**src/rtl/cascaded_biquad_iir_filter_core_assert.svh**
```systemverilog
// Assertion macros for the cascaded biquad filter core.
// Used by the core RTL; compiled out when SYNTHESIS is defined.
`ifndef CASCADED_BIQUAD_IIR_FILTER_CORE_ASSERT_SVH
`define CASCADED_BIQUAD_IIR_FILTER_CORE_ASSERT_SVH
`ifndef SYNTHESIS
// property must hold at every rising clock edge outside reset
`define CBIQ_ASSERT(label, clk, rst, prop, msg) \
   label: assert property (@(posedge clk) disable iff (rst) prop) else $error(msg);
// condition must never be true outside reset
`define CBIQ_ASSERT_NEVER(label, clk, rst, cond, msg) \
   `CBIQ_ASSERT(label, clk, rst, !(cond), msg)
`else
`define CBIQ_ASSERT(label, clk, rst, prop, msg)
`define CBIQ_ASSERT_NEVER(label, clk, rst, cond, msg)
`endif
`endif

```
**src/rtl/cbiq_pkg.sv**
```systemverilog
// Package for the cascaded biquad filter core: fixed widths, codes, the
// sequencer control word and its microprogram. No dependencies.
`timescale 1ns / 1ps

package cbiq_pkg;

   // fixed field and word widths
   localparam int WORD_BITS     = 32;
   localparam int COEF_BITS     = 24;
   localparam int IDX_BITS      = 5;
   localparam int ACTIVE_BITS   = 3;
   localparam int COEFS_PER_SEC = 5;

   // parameter defaults
   localparam int MAX_SECTIONS_DEF   = 4;
   localparam int SAMPLE_BITS_DEF    = 16;
   localparam int COEF_FRAC_BITS_DEF = 20;

   // saturation limits of an internal word
   localparam logic [WORD_BITS-1:0] WORD_MAX_C = 32'h7fff_ffff;
   localparam logic [WORD_BITS-1:0] WORD_MIN_C = 32'h8000_0000;

   // request kind (tuser)
   localparam logic FUNC_FILTER = 1'b0;
   localparam logic FUNC_COEF   = 1'b1;

   typedef enum logic [1:0] {
      ST_IDLE,
      ST_RUN,
      ST_OUT
   } state_type;

   // coefficient slot within a section
   typedef enum logic [2:0] {
      SLOT_B0 = 3'd0,
      SLOT_B1 = 3'd1,
      SLOT_B2 = 3'd2,
      SLOT_A1 = 3'd3,
      SLOT_A2 = 3'd4
   } coef_slot_type;

   // multiplier word operand
   typedef enum logic [1:0] {
      MUL_W1,
      MUL_W2,
      MUL_W
   } mul_src_type;

   // accumulator operation on the registered product
   typedef enum logic [2:0] {
      ACC_NOP,
      ACC_LDX_SUB,
      ACC_SUB,
      ACC_LOAD,
      ACC_ADD
   } acc_op_type;

   // sequencer flow control
   typedef enum logic [1:0] {
      JMP_NEXT,
      JMP_BR_LAST,
      JMP_GOTO,
      JMP_FINISH
   } jmp_type;

   localparam int UC_STEP_W = 4;
   localparam int UC_DEPTH  = 10;

   // jump targets
   localparam logic [UC_STEP_W-1:0] UC_ENTRY = 4'd0;
   localparam logic [UC_STEP_W-1:0] UC_LOOP  = 4'd2;
   localparam logic [UC_STEP_W-1:0] UC_TAIL  = 4'd8;

   typedef struct packed {
      logic                 rd_en;
      coef_slot_type        slot;
      logic                 mul_en;
      mul_src_type          mul_src;
      acc_op_type           acc_op;
      logic                 rnd_w;
      logic                 rnd_x;
      logic                 dly_wr;
      jmp_type              jmp;
      logic [UC_STEP_W-1:0] target;
   } ucode_word_type;

   typedef struct packed {
      logic signed [WORD_BITS-1:0] w2;
      logic signed [WORD_BITS-1:0] w1;
   } delay_pair_type;

   // Microprogram. Coefficient read, multiply and accumulate follow in turn,
   // step by step; the head of the next section overlaps the tail of this one.
   localparam ucode_word_type UCODE [UC_DEPTH] = '{
      // 0: head, read a1
      '{1'b1, SLOT_A1, 1'b0, MUL_W1, ACC_NOP,     1'b0, 1'b0, 1'b0, JMP_NEXT,    UC_ENTRY},
      // 1: read a2, a1*w1
      '{1'b1, SLOT_A2, 1'b1, MUL_W1, ACC_NOP,     1'b0, 1'b0, 1'b0, JMP_NEXT,    UC_ENTRY},
      // 2: read b1, a2*w2, acc = x - a1*w1
      '{1'b1, SLOT_B1, 1'b1, MUL_W2, ACC_LDX_SUB, 1'b0, 1'b0, 1'b0, JMP_NEXT,    UC_ENTRY},
      // 3: read b2, b1*w1, acc -= a2*w2
      '{1'b1, SLOT_B2, 1'b1, MUL_W1, ACC_SUB,     1'b0, 1'b0, 1'b0, JMP_NEXT,    UC_ENTRY},
      // 4: read b0, b2*w2, w = round(acc), acc = b1*w1
      '{1'b1, SLOT_B0, 1'b1, MUL_W2, ACC_LOAD,    1'b1, 1'b0, 1'b0, JMP_NEXT,    UC_ENTRY},
      // 5: b0*w, acc += b2*w2, shift delays, next section
      '{1'b0, SLOT_B0, 1'b1, MUL_W,  ACC_ADD,     1'b0, 1'b0, 1'b1, JMP_BR_LAST, UC_TAIL},
      // 6: next head read a1, acc += b0*w
      '{1'b1, SLOT_A1, 1'b0, MUL_W1, ACC_ADD,     1'b0, 1'b0, 1'b0, JMP_NEXT,    UC_ENTRY},
      // 7: read a2, a1*w1, x = round(acc)
      '{1'b1, SLOT_A2, 1'b1, MUL_W1, ACC_NOP,     1'b0, 1'b1, 1'b0, JMP_GOTO,    UC_LOOP},
      // 8: last tail, acc += b0*w
      '{1'b0, SLOT_B0, 1'b0, MUL_W1, ACC_ADD,     1'b0, 1'b0, 1'b0, JMP_NEXT,    UC_ENTRY},
      // 9: x = round(acc), done
      '{1'b0, SLOT_B0, 1'b0, MUL_W1, ACC_NOP,     1'b0, 1'b1, 1'b0, JMP_FINISH,  UC_ENTRY}
   };

endpackage

```
**src/rtl/cbiq_ram.sv**
```systemverilog
// Generic RAM for the biquad core: one write port, one read port with
// registered read data. No dependencies.
`timescale 1ns / 1ps

module cbiq_ram #(
   parameter  int WIDTH  = 24,
   parameter  int DEPTH  = 20,
   localparam int ADDR_W = $clog2(DEPTH)
) (
   input  logic              clock,
   input  logic              wr_en,
   input  logic [ADDR_W-1:0] wr_addr,
   input  logic [WIDTH-1:0]  wr_data,
   input  logic              rd_en,
   input  logic [ADDR_W-1:0] rd_addr,
   output logic [WIDTH-1:0]  rd_data
);

   logic [WIDTH-1:0] mem_ff [DEPTH];
   logic [WIDTH-1:0] rd_data_ff;

   // storage and registered read
   always_ff @(posedge clock) begin
      if (wr_en) begin
         mem_ff[wr_addr] <= wr_data;
      end
      if (rd_en) begin
         rd_data_ff <= mem_ff[rd_addr];
      end
   end

   assign rd_data = rd_data_ff;

endmodule

```
**src/rtl/cascaded_biquad_iir_filter_core.sv**
```systemverilog
// Cascade of up to MAX_SECTIONS direct form II biquads, the coefficient
// RAM and one shared multiply-accumulate run by a microcoded sequencer.
// A coefficient request (tuser 1) gives no response. A sample request
// runs the sequencer through the n active sections, then the output
// state, then the idle state that accepts the next request; the single
// 24x32 multiplier doing five products per section sets the pace. With
// zero sections the sample skips the sequencer and goes straight to the
// output state. The response register lets the next request be taken
// while a result waits. Delay words reset to zero; coefficients must be
// written before use. Depends on cbiq_pkg, cbiq_ram and the assert header.
`timescale 1ns / 1ps
`include "cascaded_biquad_iir_filter_core_assert.svh"

module cascaded_biquad_iir_filter_core #(
   parameter  int MAX_SECTIONS   = cbiq_pkg::MAX_SECTIONS_DEF,
   parameter  int SAMPLE_BITS    = cbiq_pkg::SAMPLE_BITS_DEF,
   parameter  int COEF_FRAC_BITS = cbiq_pkg::COEF_FRAC_BITS_DEF,
   localparam int REQ_DATA_W     =
      ((SAMPLE_BITS + cbiq_pkg::IDX_BITS + cbiq_pkg::COEF_BITS + 7) / 8) * 8,
   localparam int RSP_DATA_W     = ((SAMPLE_BITS + 7) / 8) * 8
) (
   input  logic                            clock,
   input  logic                            reset,
   // request channel
   input  logic                            req_tvalid,
   output logic                            req_tready,
   // sample_in, coef_index, coef_value, zero pad
   input  logic [REQ_DATA_W-1:0]           req_tdata,
   // func
   input  logic                            req_tuser,
   // response channel
   output logic                            rsp_tvalid,
   input  logic                            rsp_tready,
   // sample_out, zero pad
   output logic [RSP_DATA_W-1:0]           rsp_tdata,
   // configuration: active_sections
   input  logic                            csr_valid,
   output logic                            csr_ready,
   input  logic [cbiq_pkg::ACTIVE_BITS-1:0] csr_data
);

   localparam int WORD_W     = cbiq_pkg::WORD_BITS;
   localparam int COEF_W     = cbiq_pkg::COEF_BITS;
   localparam int IDX_W      = cbiq_pkg::IDX_BITS;
   localparam int COEF_DEPTH = cbiq_pkg::COEFS_PER_SEC * MAX_SECTIONS;
   localparam int CADDR_W    = $clog2(COEF_DEPTH);
   localparam int SEC_CNT_W  = $clog2(MAX_SECTIONS + 1);
   localparam int SEC_IDX_W  = (MAX_SECTIONS > 1) ? $clog2(MAX_SECTIONS) : 1;
   localparam int SEC_CMP_W  = SEC_CNT_W + 1;
   localparam int PROD_W     = COEF_W + WORD_W;
   localparam int XF_W       = WORD_W + COEF_FRAC_BITS;
   localparam int ACC_W      = ((XF_W > PROD_W) ? XF_W : PROD_W) + 2;
   localparam int RND_W      = ACC_W + 1 - COEF_FRAC_BITS;
   localparam int IN_W       = SAMPLE_BITS + WORD_W + 2;
   localparam int OUT_W      = WORD_W + SAMPLE_BITS + 2;
   localparam int IO_SHIFT   = COEF_FRAC_BITS - (SAMPLE_BITS - 1);
   localparam int WIDE_W     = 8;

   localparam logic [ACC_W:0] RND_HALF = (ACC_W + 1)'(1) << (COEF_FRAC_BITS - 1);
   localparam logic [SAMPLE_BITS-1:0] SMP_MAX = {1'b0, {(SAMPLE_BITS - 1){1'b1}}};
   localparam logic [SAMPLE_BITS-1:0] SMP_MIN = {1'b1, {(SAMPLE_BITS - 1){1'b0}}};

   // request fields
   logic [SAMPLE_BITS-1:0] req_sample;
   logic [IDX_W-1:0]       req_idx;
   logic [COEF_W-1:0]      req_coef;
   assign req_sample = req_tdata[SAMPLE_BITS-1:0];
   assign req_idx    = req_tdata[SAMPLE_BITS+IDX_W-1:SAMPLE_BITS];
   assign req_coef   = req_tdata[SAMPLE_BITS+IDX_W+COEF_W-1:SAMPLE_BITS+IDX_W];

   // registers
   cbiq_pkg::state_type          state_ff, state_in;
   logic [cbiq_pkg::UC_STEP_W-1:0] pc_ff, pc_in;
   logic [SEC_CNT_W-1:0]         sec_ff, sec_in;
   logic [CADDR_W-1:0]           coef_base_ff, coef_base_in;
   logic [cbiq_pkg::ACTIVE_BITS-1:0] active_ff, active_in;
   logic                         pass_ff, pass_in;
   logic                         rsp_valid_ff, rsp_valid_in;
   logic [SAMPLE_BITS-1:0]       rsp_data_ff, rsp_data_in;
   logic [SAMPLE_BITS-1:0]       sample_ff, sample_in;
   logic signed [WORD_W-1:0]     x_ff, x_in;
   logic signed [WORD_W-1:0]     w_ff, w_in;
   logic signed [ACC_W-1:0]      acc_ff, acc_in;
   logic signed [PROD_W-1:0]     prod_ff, prod_in;
   cbiq_pkg::delay_pair_type     delay_ff [MAX_SECTIONS];
   cbiq_pkg::delay_pair_type     delay_in;

   // control
   cbiq_pkg::ucode_word_type     ctl;
   logic                         req_ready;
   logic                         start;
   logic                         rsp_load;
   logic                         coef_we;
   logic                         coef_rd_en;
   logic                         idx_ok;
   logic                         last_sec;
   logic [SEC_CNT_W-1:0]         num_sec;
   logic [WIDE_W-1:0]            idx_wide;
   logic [CADDR_W-1:0]           coef_raddr;
   logic [COEF_W-1:0]            coef_rdata;
   logic [SEC_IDX_W-1:0]         sec_idx;
   cbiq_pkg::delay_pair_type     delay_rd;

   // datapath intermediates
   logic signed [WORD_W-1:0]     mul_op;
   logic signed [ACC_W-1:0]      acc_x;
   logic signed [ACC_W-1:0]      acc_p;
   logic signed [ACC_W:0]        rnd_sum;
   logic [RND_W-1:0]             rnd_q;
   logic [RND_W-WORD_W:0]        rnd_hi;
   logic [WORD_W-1:0]            rnd_word;
   logic signed [IN_W-1:0]       in_ext;
   logic signed [IN_W-1:0]       in_q;
   logic [IN_W-WORD_W:0]         in_hi;
   logic [WORD_W-1:0]            in_word;
   logic signed [OUT_W-1:0]      out_ext;
   logic signed [OUT_W-1:0]      out_q;
   logic [OUT_W-SAMPLE_BITS:0]   out_hi;
   logic [SAMPLE_BITS-1:0]       out_smp;

   // configuration port: always ready
   assign csr_ready = 1'b1;
   assign active_in = csr_valid ? csr_data : active_ff;

   // sections in use, clipped to the build size
   always_comb begin
      if (WIDE_W'(active_ff) > WIDE_W'(MAX_SECTIONS)) begin
         num_sec = SEC_CNT_W'(MAX_SECTIONS);
      end else begin
         num_sec = SEC_CNT_W'(active_ff);
      end
   end

   assign last_sec = (SEC_CMP_W'(sec_ff) + SEC_CMP_W'(1)) == SEC_CMP_W'(num_sec);
   assign idx_wide = WIDE_W'(req_idx);
   assign idx_ok   = idx_wide < WIDE_W'(COEF_DEPTH);

   // current control word
   assign ctl = (state_ff == cbiq_pkg::ST_RUN) ? cbiq_pkg::UCODE[pc_ff] : '0;

   // sequencer: next state and handshakes
   always_comb begin
      state_in     = state_ff;
      pc_in        = pc_ff;
      sec_in       = sec_ff;
      coef_base_in = coef_base_ff;
      pass_in      = pass_ff;
      req_ready    = 1'b0;
      start        = 1'b0;
      rsp_load     = 1'b0;
      coef_we      = 1'b0;
      unique case (state_ff)
         cbiq_pkg::ST_IDLE: begin
            req_ready = 1'b1;
            if (req_tvalid) begin
               if (req_tuser == cbiq_pkg::FUNC_COEF) begin
                  coef_we = idx_ok;
               end else begin
                  sec_in       = '0;
                  coef_base_in = '0;
                  pc_in        = cbiq_pkg::UC_ENTRY;
                  if (num_sec == '0) begin
                     pass_in  = 1'b1;
                     state_in = cbiq_pkg::ST_OUT;
                  end else begin
                     pass_in  = 1'b0;
                     start    = 1'b1;
                     state_in = cbiq_pkg::ST_RUN;
                  end
               end
            end
         end
         cbiq_pkg::ST_RUN: begin
            pc_in = pc_ff + cbiq_pkg::UC_STEP_W'(1);
            if (ctl.dly_wr) begin
               sec_in       = sec_ff + SEC_CNT_W'(1);
               coef_base_in = coef_base_ff + CADDR_W'(cbiq_pkg::COEFS_PER_SEC);
            end
            unique case (ctl.jmp)
               cbiq_pkg::JMP_NEXT: begin
               end
               cbiq_pkg::JMP_BR_LAST: begin
                  if (last_sec) begin
                     pc_in = ctl.target;
                  end
               end
               cbiq_pkg::JMP_GOTO: begin
                  pc_in = ctl.target;
               end
               cbiq_pkg::JMP_FINISH: begin
                  state_in = cbiq_pkg::ST_OUT;
               end
               default: begin
               end
            endcase
         end
         cbiq_pkg::ST_OUT: begin
            if (!rsp_valid_ff || rsp_tready) begin
               rsp_load = 1'b1;
               state_in = cbiq_pkg::ST_IDLE;
            end
         end
         default: begin
            state_in = cbiq_pkg::ST_IDLE;
         end
      endcase
   end

   assign req_tready = req_ready;

   // control registers
   always_ff @(posedge clock) begin
      if (reset) begin
         state_ff     <= cbiq_pkg::ST_IDLE;
         pc_ff        <= cbiq_pkg::UC_ENTRY;
         sec_ff       <= '0;
         coef_base_ff <= '0;
         active_ff    <= '0;
         pass_ff      <= 1'b0;
         rsp_valid_ff <= 1'b0;
      end else begin
         state_ff     <= state_in;
         pc_ff        <= pc_in;
         sec_ff       <= sec_in;
         coef_base_ff <= coef_base_in;
         active_ff    <= active_in;
         pass_ff      <= pass_in;
         rsp_valid_ff <= rsp_valid_in;
      end
   end

   // coefficient store
   assign coef_rd_en = ctl.rd_en;
   assign coef_raddr = coef_base_ff + CADDR_W'(ctl.slot);

   cbiq_ram #(
      .WIDTH (COEF_W),
      .DEPTH (COEF_DEPTH)
   ) u_coef_ram (
      .clock   (clock),
      .wr_en   (coef_we),
      .wr_addr (idx_wide[CADDR_W-1:0]),
      .wr_data (req_coef),
      .rd_en   (coef_rd_en),
      .rd_addr (coef_raddr),
      .rd_data (coef_rdata)
   );

   // delay words of the current section
   assign sec_idx  = sec_ff[SEC_IDX_W-1:0];
   assign delay_rd = delay_ff[sec_idx];
   assign delay_in = '{w2: delay_rd.w1, w1: w_ff};

   always_ff @(posedge clock) begin
      if (reset) begin
         for (int i = 0; i < MAX_SECTIONS; i++) begin
            delay_ff[i] <= '0;
         end
      end else if (ctl.dly_wr) begin
         delay_ff[sec_idx] <= delay_in;
      end
   end

   // input sample to internal word
   assign in_ext = IN_W'($signed(req_sample));
   generate
      if (IO_SHIFT >= 0) begin : g_in_up
         assign in_q = in_ext <<< IO_SHIFT;
      end else begin : g_in_down
         localparam logic [IN_W-1:0] IN_HALF = IN_W'(1) << (-IO_SHIFT - 1);
         assign in_q = (in_ext + $signed(IN_HALF)) >>> (-IO_SHIFT);
      end
   endgenerate

   assign in_hi = in_q[IN_W-1:WORD_W-1];
   always_comb begin
      if ((&in_hi) || !(|in_hi)) begin
         in_word = in_q[WORD_W-1:0];
      end else if (in_q[IN_W-1]) begin
         in_word = cbiq_pkg::WORD_MIN_C;
      end else begin
         in_word = cbiq_pkg::WORD_MAX_C;
      end
   end

   // shared multiplier, product registered
   always_comb begin
      case (ctl.mul_src)
         cbiq_pkg::MUL_W1: mul_op = delay_rd.w1;
         cbiq_pkg::MUL_W2: mul_op = delay_rd.w2;
         cbiq_pkg::MUL_W:  mul_op = w_ff;
         default:          mul_op = w_ff;
      endcase
   end
   assign prod_in = ctl.mul_en ? ($signed(coef_rdata) * mul_op) : prod_ff;

   // accumulator
   assign acc_x = {{(ACC_W - XF_W){x_ff[WORD_W-1]}}, x_ff, {COEF_FRAC_BITS{1'b0}}};
   assign acc_p = {{(ACC_W - PROD_W){prod_ff[PROD_W-1]}}, prod_ff};
   always_comb begin
      case (ctl.acc_op)
         cbiq_pkg::ACC_LDX_SUB: acc_in = acc_x - acc_p;
         cbiq_pkg::ACC_SUB:     acc_in = acc_ff - acc_p;
         cbiq_pkg::ACC_LOAD:    acc_in = acc_p;
         cbiq_pkg::ACC_ADD:     acc_in = acc_ff + acc_p;
         default:               acc_in = acc_ff;
      endcase
   end

   // round half up, drop fraction bits, saturate to a word
   assign rnd_sum = {acc_ff[ACC_W-1], acc_ff} + $signed(RND_HALF);
   assign rnd_q   = rnd_sum[ACC_W:COEF_FRAC_BITS];
   assign rnd_hi  = rnd_q[RND_W-1:WORD_W-1];
   always_comb begin
      if ((&rnd_hi) || !(|rnd_hi)) begin
         rnd_word = rnd_q[WORD_W-1:0];
      end else if (rnd_q[RND_W-1]) begin
         rnd_word = cbiq_pkg::WORD_MIN_C;
      end else begin
         rnd_word = cbiq_pkg::WORD_MAX_C;
      end
   end

   assign w_in = ctl.rnd_w ? rnd_word : w_ff;
   assign x_in = start ? in_word : (ctl.rnd_x ? rnd_word : x_ff);

   // internal word back to sample
   assign out_ext = OUT_W'(x_ff);
   generate
      if (IO_SHIFT > 0) begin : g_out_down
         localparam logic [OUT_W-1:0] OUT_HALF = OUT_W'(1) << (IO_SHIFT - 1);
         assign out_q = (out_ext + $signed(OUT_HALF)) >>> IO_SHIFT;
      end else begin : g_out_up
         assign out_q = out_ext <<< (-IO_SHIFT);
      end
   endgenerate

   assign out_hi = out_q[OUT_W-1:SAMPLE_BITS-1];
   always_comb begin
      if ((&out_hi) || !(|out_hi)) begin
         out_smp = out_q[SAMPLE_BITS-1:0];
      end else if (out_q[OUT_W-1]) begin
         out_smp = SMP_MIN;
      end else begin
         out_smp = SMP_MAX;
      end
   end

   // pass-through sample and response register
   assign sample_in    = (start || (req_ready && req_tvalid)) ? req_sample : sample_ff;
   assign rsp_data_in  = rsp_load ? (pass_ff ? sample_ff : out_smp) : rsp_data_ff;
   assign rsp_valid_in = rsp_load || (rsp_valid_ff && !rsp_tready);

   // payload registers
   always_ff @(posedge clock) begin
      sample_ff   <= sample_in;
      x_ff        <= x_in;
      w_ff        <= w_in;
      acc_ff      <= acc_in;
      prod_ff     <= prod_in;
      rsp_data_ff <= rsp_data_in;
   end

   assign rsp_tvalid = rsp_valid_ff;
   assign rsp_tdata  = RSP_DATA_W'(rsp_data_ff);

   // checks
   `CBIQ_ASSERT(a_sec_in_range, clock, reset, (state_ff == cbiq_pkg::ST_RUN && ctl.dly_wr) |-> (sec_ff < num_sec), "section counter ran past the active sections")
   `CBIQ_ASSERT(a_out_waits, clock, reset, (state_ff == cbiq_pkg::ST_OUT && rsp_valid_ff && !rsp_tready) |=> (state_ff == cbiq_pkg::ST_OUT && rsp_valid_ff), "result overwrote a waiting response")
   `CBIQ_ASSERT_NEVER(a_coef_collide, clock, reset, coef_we && coef_rd_en, "coefficient write during a sequencer read")
   `CBIQ_ASSERT(a_filter_starts, clock, reset, (req_tvalid && req_ready && req_tuser == cbiq_pkg::FUNC_FILTER) |=> (state_ff != cbiq_pkg::ST_IDLE), "sample request did not start a run")

endmodule

```
**config.mk**
```make
export PLATFORM = sky130hd
export DESIGN_NAME = cascaded_biquad_iir_filter_core
export DESIGN_NICKNAME = d
export VERILOG_FILES = /design/src/rtl/cbiq_pkg.sv /design/src/rtl/cbiq_ram.sv /design/src/rtl/cascaded_biquad_iir_filter_core.sv
export VERILOG_INCLUDE_DIRS = /design/src /design/src/rtl
export SDC_FILE = /design/constraint.sdc
export NUM_CORES = 2
export LEC_CHECK = 0
export ABC_AREA = 1
export BUFFER_PORTS_ARGS = -buffer_cell sky130_fd_sc_hd__buf_4
export CORE_ASPECT_RATIO = 0.8
export CORE_MARGIN = 1
export CORE_UTILIZATION = 57
export CTS_CLUSTER_DIAMETER = 120
export CTS_CLUSTER_SIZE = 28
export DETAILED_ROUTE_END_ITERATION = 10
export PLACE_DENSITY_LB_ADDON = 0.12
export SLEW_MARGIN = 20
export SYNTH_ARGS = -nofsm -noshare
export SYNTH_HDL_FRONTEND = slang
export SYNTH_SLANG_ARGS = --single-unit
```
**constraint.sdc**
```tcl
create_clock -name clock -period 24.2 [get_ports clock]
set_clock_uncertainty 0.05 [all_clocks]
set_input_delay 7.26 -clock clock [delete_from_list [all_inputs] [get_ports clock]]
set_output_delay 7.26 -clock clock [all_outputs]
set_load 0.05 [all_outputs]
```
==> reports/metrics.yaml <==
run_status:
  status: "finished, final reports clean"
grt:
  grt_antenna_before_repair: 11
  grt_pass1_vias: 60800
  grt_use_total_pct: 37.2
  grt_max_degree: 97
  overflow: 0
  grt_pass1_wl_mm: 383
clocking:
  cts_buffer_depth: 3
  postCtsSetupBuffers: 0
  clkLatencyLatePin_ps: 680
  cts_sinks: 991
  postCtsHoldBufs: 0
  cts-root-buf: "clkbuf_16"
  cts_tree: "done"
  clkTransAtPathRegs_ps: 110
  htreeDepth: 2
  cts_buffers: 43
  cts_resized: 0
placed_design:
  dp_hpwl_mm: 197
  pre_cts_ws_ps: 13510
  io_buffers: 71
  globalplace.congestion: 1.01
floorplanning:
  core_um2: 137000
  die-width_um: 418
  initial_utilization_pct: 57.7
  dieArea_um2: 140000
  die_h_um: 335
  ioPinCount: 76
  row_count: 121
power:
  vdd_drop_max_mv: 0.330
  p_total_mw: 11.6
  p_leak_nw: 34.9
  p_clk_share_pct: 7.7
  combPwrFrac_pct: 72.4
  netSwitchingPower_mw: 6.15
  p_sw_share_pct: 52.9
  power_density_nw_per_um2: 141
  p_int_mw: 5.47
  seq_power_share_pct: 19.9
synthesis:
  ys_warn_count: 0
  synth_xor_area_share_pct: 2.09
  yosys.area_share.simple_pct: 19.0
  syn_inst: 8819
  yosysUniqueCellTypes: 60
  muxShareOfSynthArea_pct: 0
  ys.flop_type: "edfxtp_1"
  yosys.area_share.adder_pct: 24.1
  synth_compound_area_share_pct: 8.55
  synth-async-reset-ratio_pct: 0
  syn_area_um2: 78900
  synth_top_family_by_area: "adder cells"
  ys_seq_area_share_pct: 37.4
  synth_edf_count: 965
  syn_nets: 9922
  syn_area_per_cell_um2: 8.94
  yosys_register_bits: 991
setup_path:
  path_delay_family: "adder cells"
  slowest_delay_ps: 940
  worstPathArrival_ps: 11020
  path_common_cell: "fa_1"
  critical_path_depth: 28
  cp_num_buf_inv: 6
  path_class: "flop to flop"
  reg2regPathDepth: 28
  regToRegSetupSlack_ps: 13570
  cp-start-kind: "flop"
  slowest_stage: "fa_1"
  end_kind: "flop"
  worstPathRequired_ps: 24590
  cp_max_fo: 32
sta:
  drv_slew: 0
  rsz0062_at_grt: "no"
  hold_slack_ps: 464
  setup_viol_count_final: 0
  fmax_ghz: 0.0941
  slew-limit-headroom_pct: 22.8
  hold_viol: 0
  fin_crit_sh_pct: 43.9
  tightestPinTransition_ps: 1160
  fin_setup_tns_ps: 0
  fin_crit_ps: 10630
  timing.final.ws_setup_ps: 13570
cells_and_area:
  drive_above_1_share_pct: 4.58
  final_core_util_pct: 60.4
  fin_nets: 9784
  syn2layout_area_growth_pct: 4.77
  final_cell_mix: "1561 x nor2_1, 1538 x nand2_1, 1409 x inv_1, 965 x edfxtp_1, 784 x fa_1"
  final_common_cell: "nor2_1"
hold_path:
  min_path_type: "flop to flop"
  holdPathStages: 2
route:
  wl_per_cell_um: 24.5
  antenna_violating_nets_post_route: 0
  drc: 0
  drt-vias-per-instance: 5.96
  dr.pass1.iters: 6
  first_iter_violations: 8409
  vias: 62800
  drt_wl_total_mm: 258
run:
  drv_cap: 0
## final timing paths
check / startpoint / endpoint
setup / recovery: pc_ff[0] / prod_ff[53]
hold / removal: sec_ff[2] / sec_ff[2]
setup reg to reg: pc_ff[0] / prod_ff[53]
hold reg to reg: sec_ff[2] / sec_ff[2]
## synthesized netlist by cell type (4+ instances only)
library cell	instances	area, µm²
nor2_2	4	25.0
o21a_1	12	90.1
dfxtp_1	26	521
clkinv_1	6	22.5
nand2_2	42	263
nor2_1	1583	5940
a21oi_1	287	1440
a31oi_1	30	188
inv_2	33	124
a21o_1	11	82.6
nand3_2	21	210
o21ai_1	5	25.0
o21ai_0	443	2220
nand3b_1	7	52.6
a21boi_0	6	45.0
fa_1	785	15700
nand2_1	1545	5800
a211oi_1	4	30.0
nor2_4	8	90.1
buf_4	14	105
or2_2	15	93.8
xor2_1	145	1270
buf_2	107	536
edfxtp_1	965	29000
clkbuf_1	201	754
nor3_1	72	360
o211ai_1	71	533
o32ai_1	120	1050
buf_1	16	60.1
buf_6	7	78.8
xnor2_1	43	377
o221ai_1	45	394
o21bai_1	25	188
a32o_1	29	290
a22oi_1	5	37.5
nor4_1	11	68.8
inv_1	1413	5300
ha_1	261	3270
nand4_1	78	488
nand3_1	285	1430
## state kept, by name, summed over array words and instances (netlist names), named ones only
name,flops
pass_ff,1
rsp_tvalid,1
acc_ff,58
x_ff,32
u_coef_ram.rd_data,24
sec_ff,3
active_ff,3
rsp_tdata,16
sample_ff,16
pc_ff,4
u_coef_ram.mem_ff,480
delay_ff,256
w_ff,32
coef_base_ff,5
prod_ff,56
state_ff,2
## power by group through the flow
| stage | clock network [mW] | registers (mW) | logic (mW) |
|---|---|---|---|
| after global routing | 0.954 | 2.32 | 9.32 |
| final | 0.894 | 2.32 | 8.41 |
| after detailed placement | 0 | 2.35 | 8.16 |
| after CTS | 0.899 | 2.32 | 8.22 |
| after global placement | 0 | 2.35 | 8.11 |
| after floorplan | 0 | 2.33 | 5.62 |
## cell type report
cell class	count	area, µm²
clock buffers	55	1130
flip-flops and latches	991	29500
repair buffers	162	1420
fillers	12000	54100
clock inverters	8	113
diodes	2	5.00
well taps	1845	2310
inverters	1452	5460
multi-input cells	6031	42700
## per-stage QoR
step / instances / instance area [µm²]
CTS: 10500 / 82500
global placement: 10500 / 81100
global route: 10500 / 82600
finish: 10500 / 82600
floorplan: 8819 / 78900
detailed placement: 10500 / 81200
## worst reg2reg max path, delay by kind of cell, from the launching register on
family | cells | cell delay [ps]
flip-flops | 1 | 500
adder cells (fa/ha/maj) | 9 | 5020
AND/OR/NAND/NOR | 11 | 2930
buffers and inverters | 6 | 1410
AO/OA/AOI/OAI | 2 | 490
## metal layers
metal / vias up / track usage (%) / share of wire (%)
li1: 28000 / - / -
met1: 31000 / 57.9 / 43
met2: 3508 / 50.1 / 40
met3: 351 / 11.8 / 14
met4: 8 / 8.74 / 2.5
met5: - / 0 / 0.019
## logic make-up (layout without fill, tap and decap cells)
family,count (synthesis),in the layout
adder cells (fa/ha/maj),1046,1046
AND/OR/NAND/NOR,3688,3688
AO/OA/AOI/OAI,1108,1108
XOR/XNOR,188,188
flip-flops,991,991
buffers and inverters,1797,1677
other,1,3
Note: power is estimated with default switching activity, not from simulation.
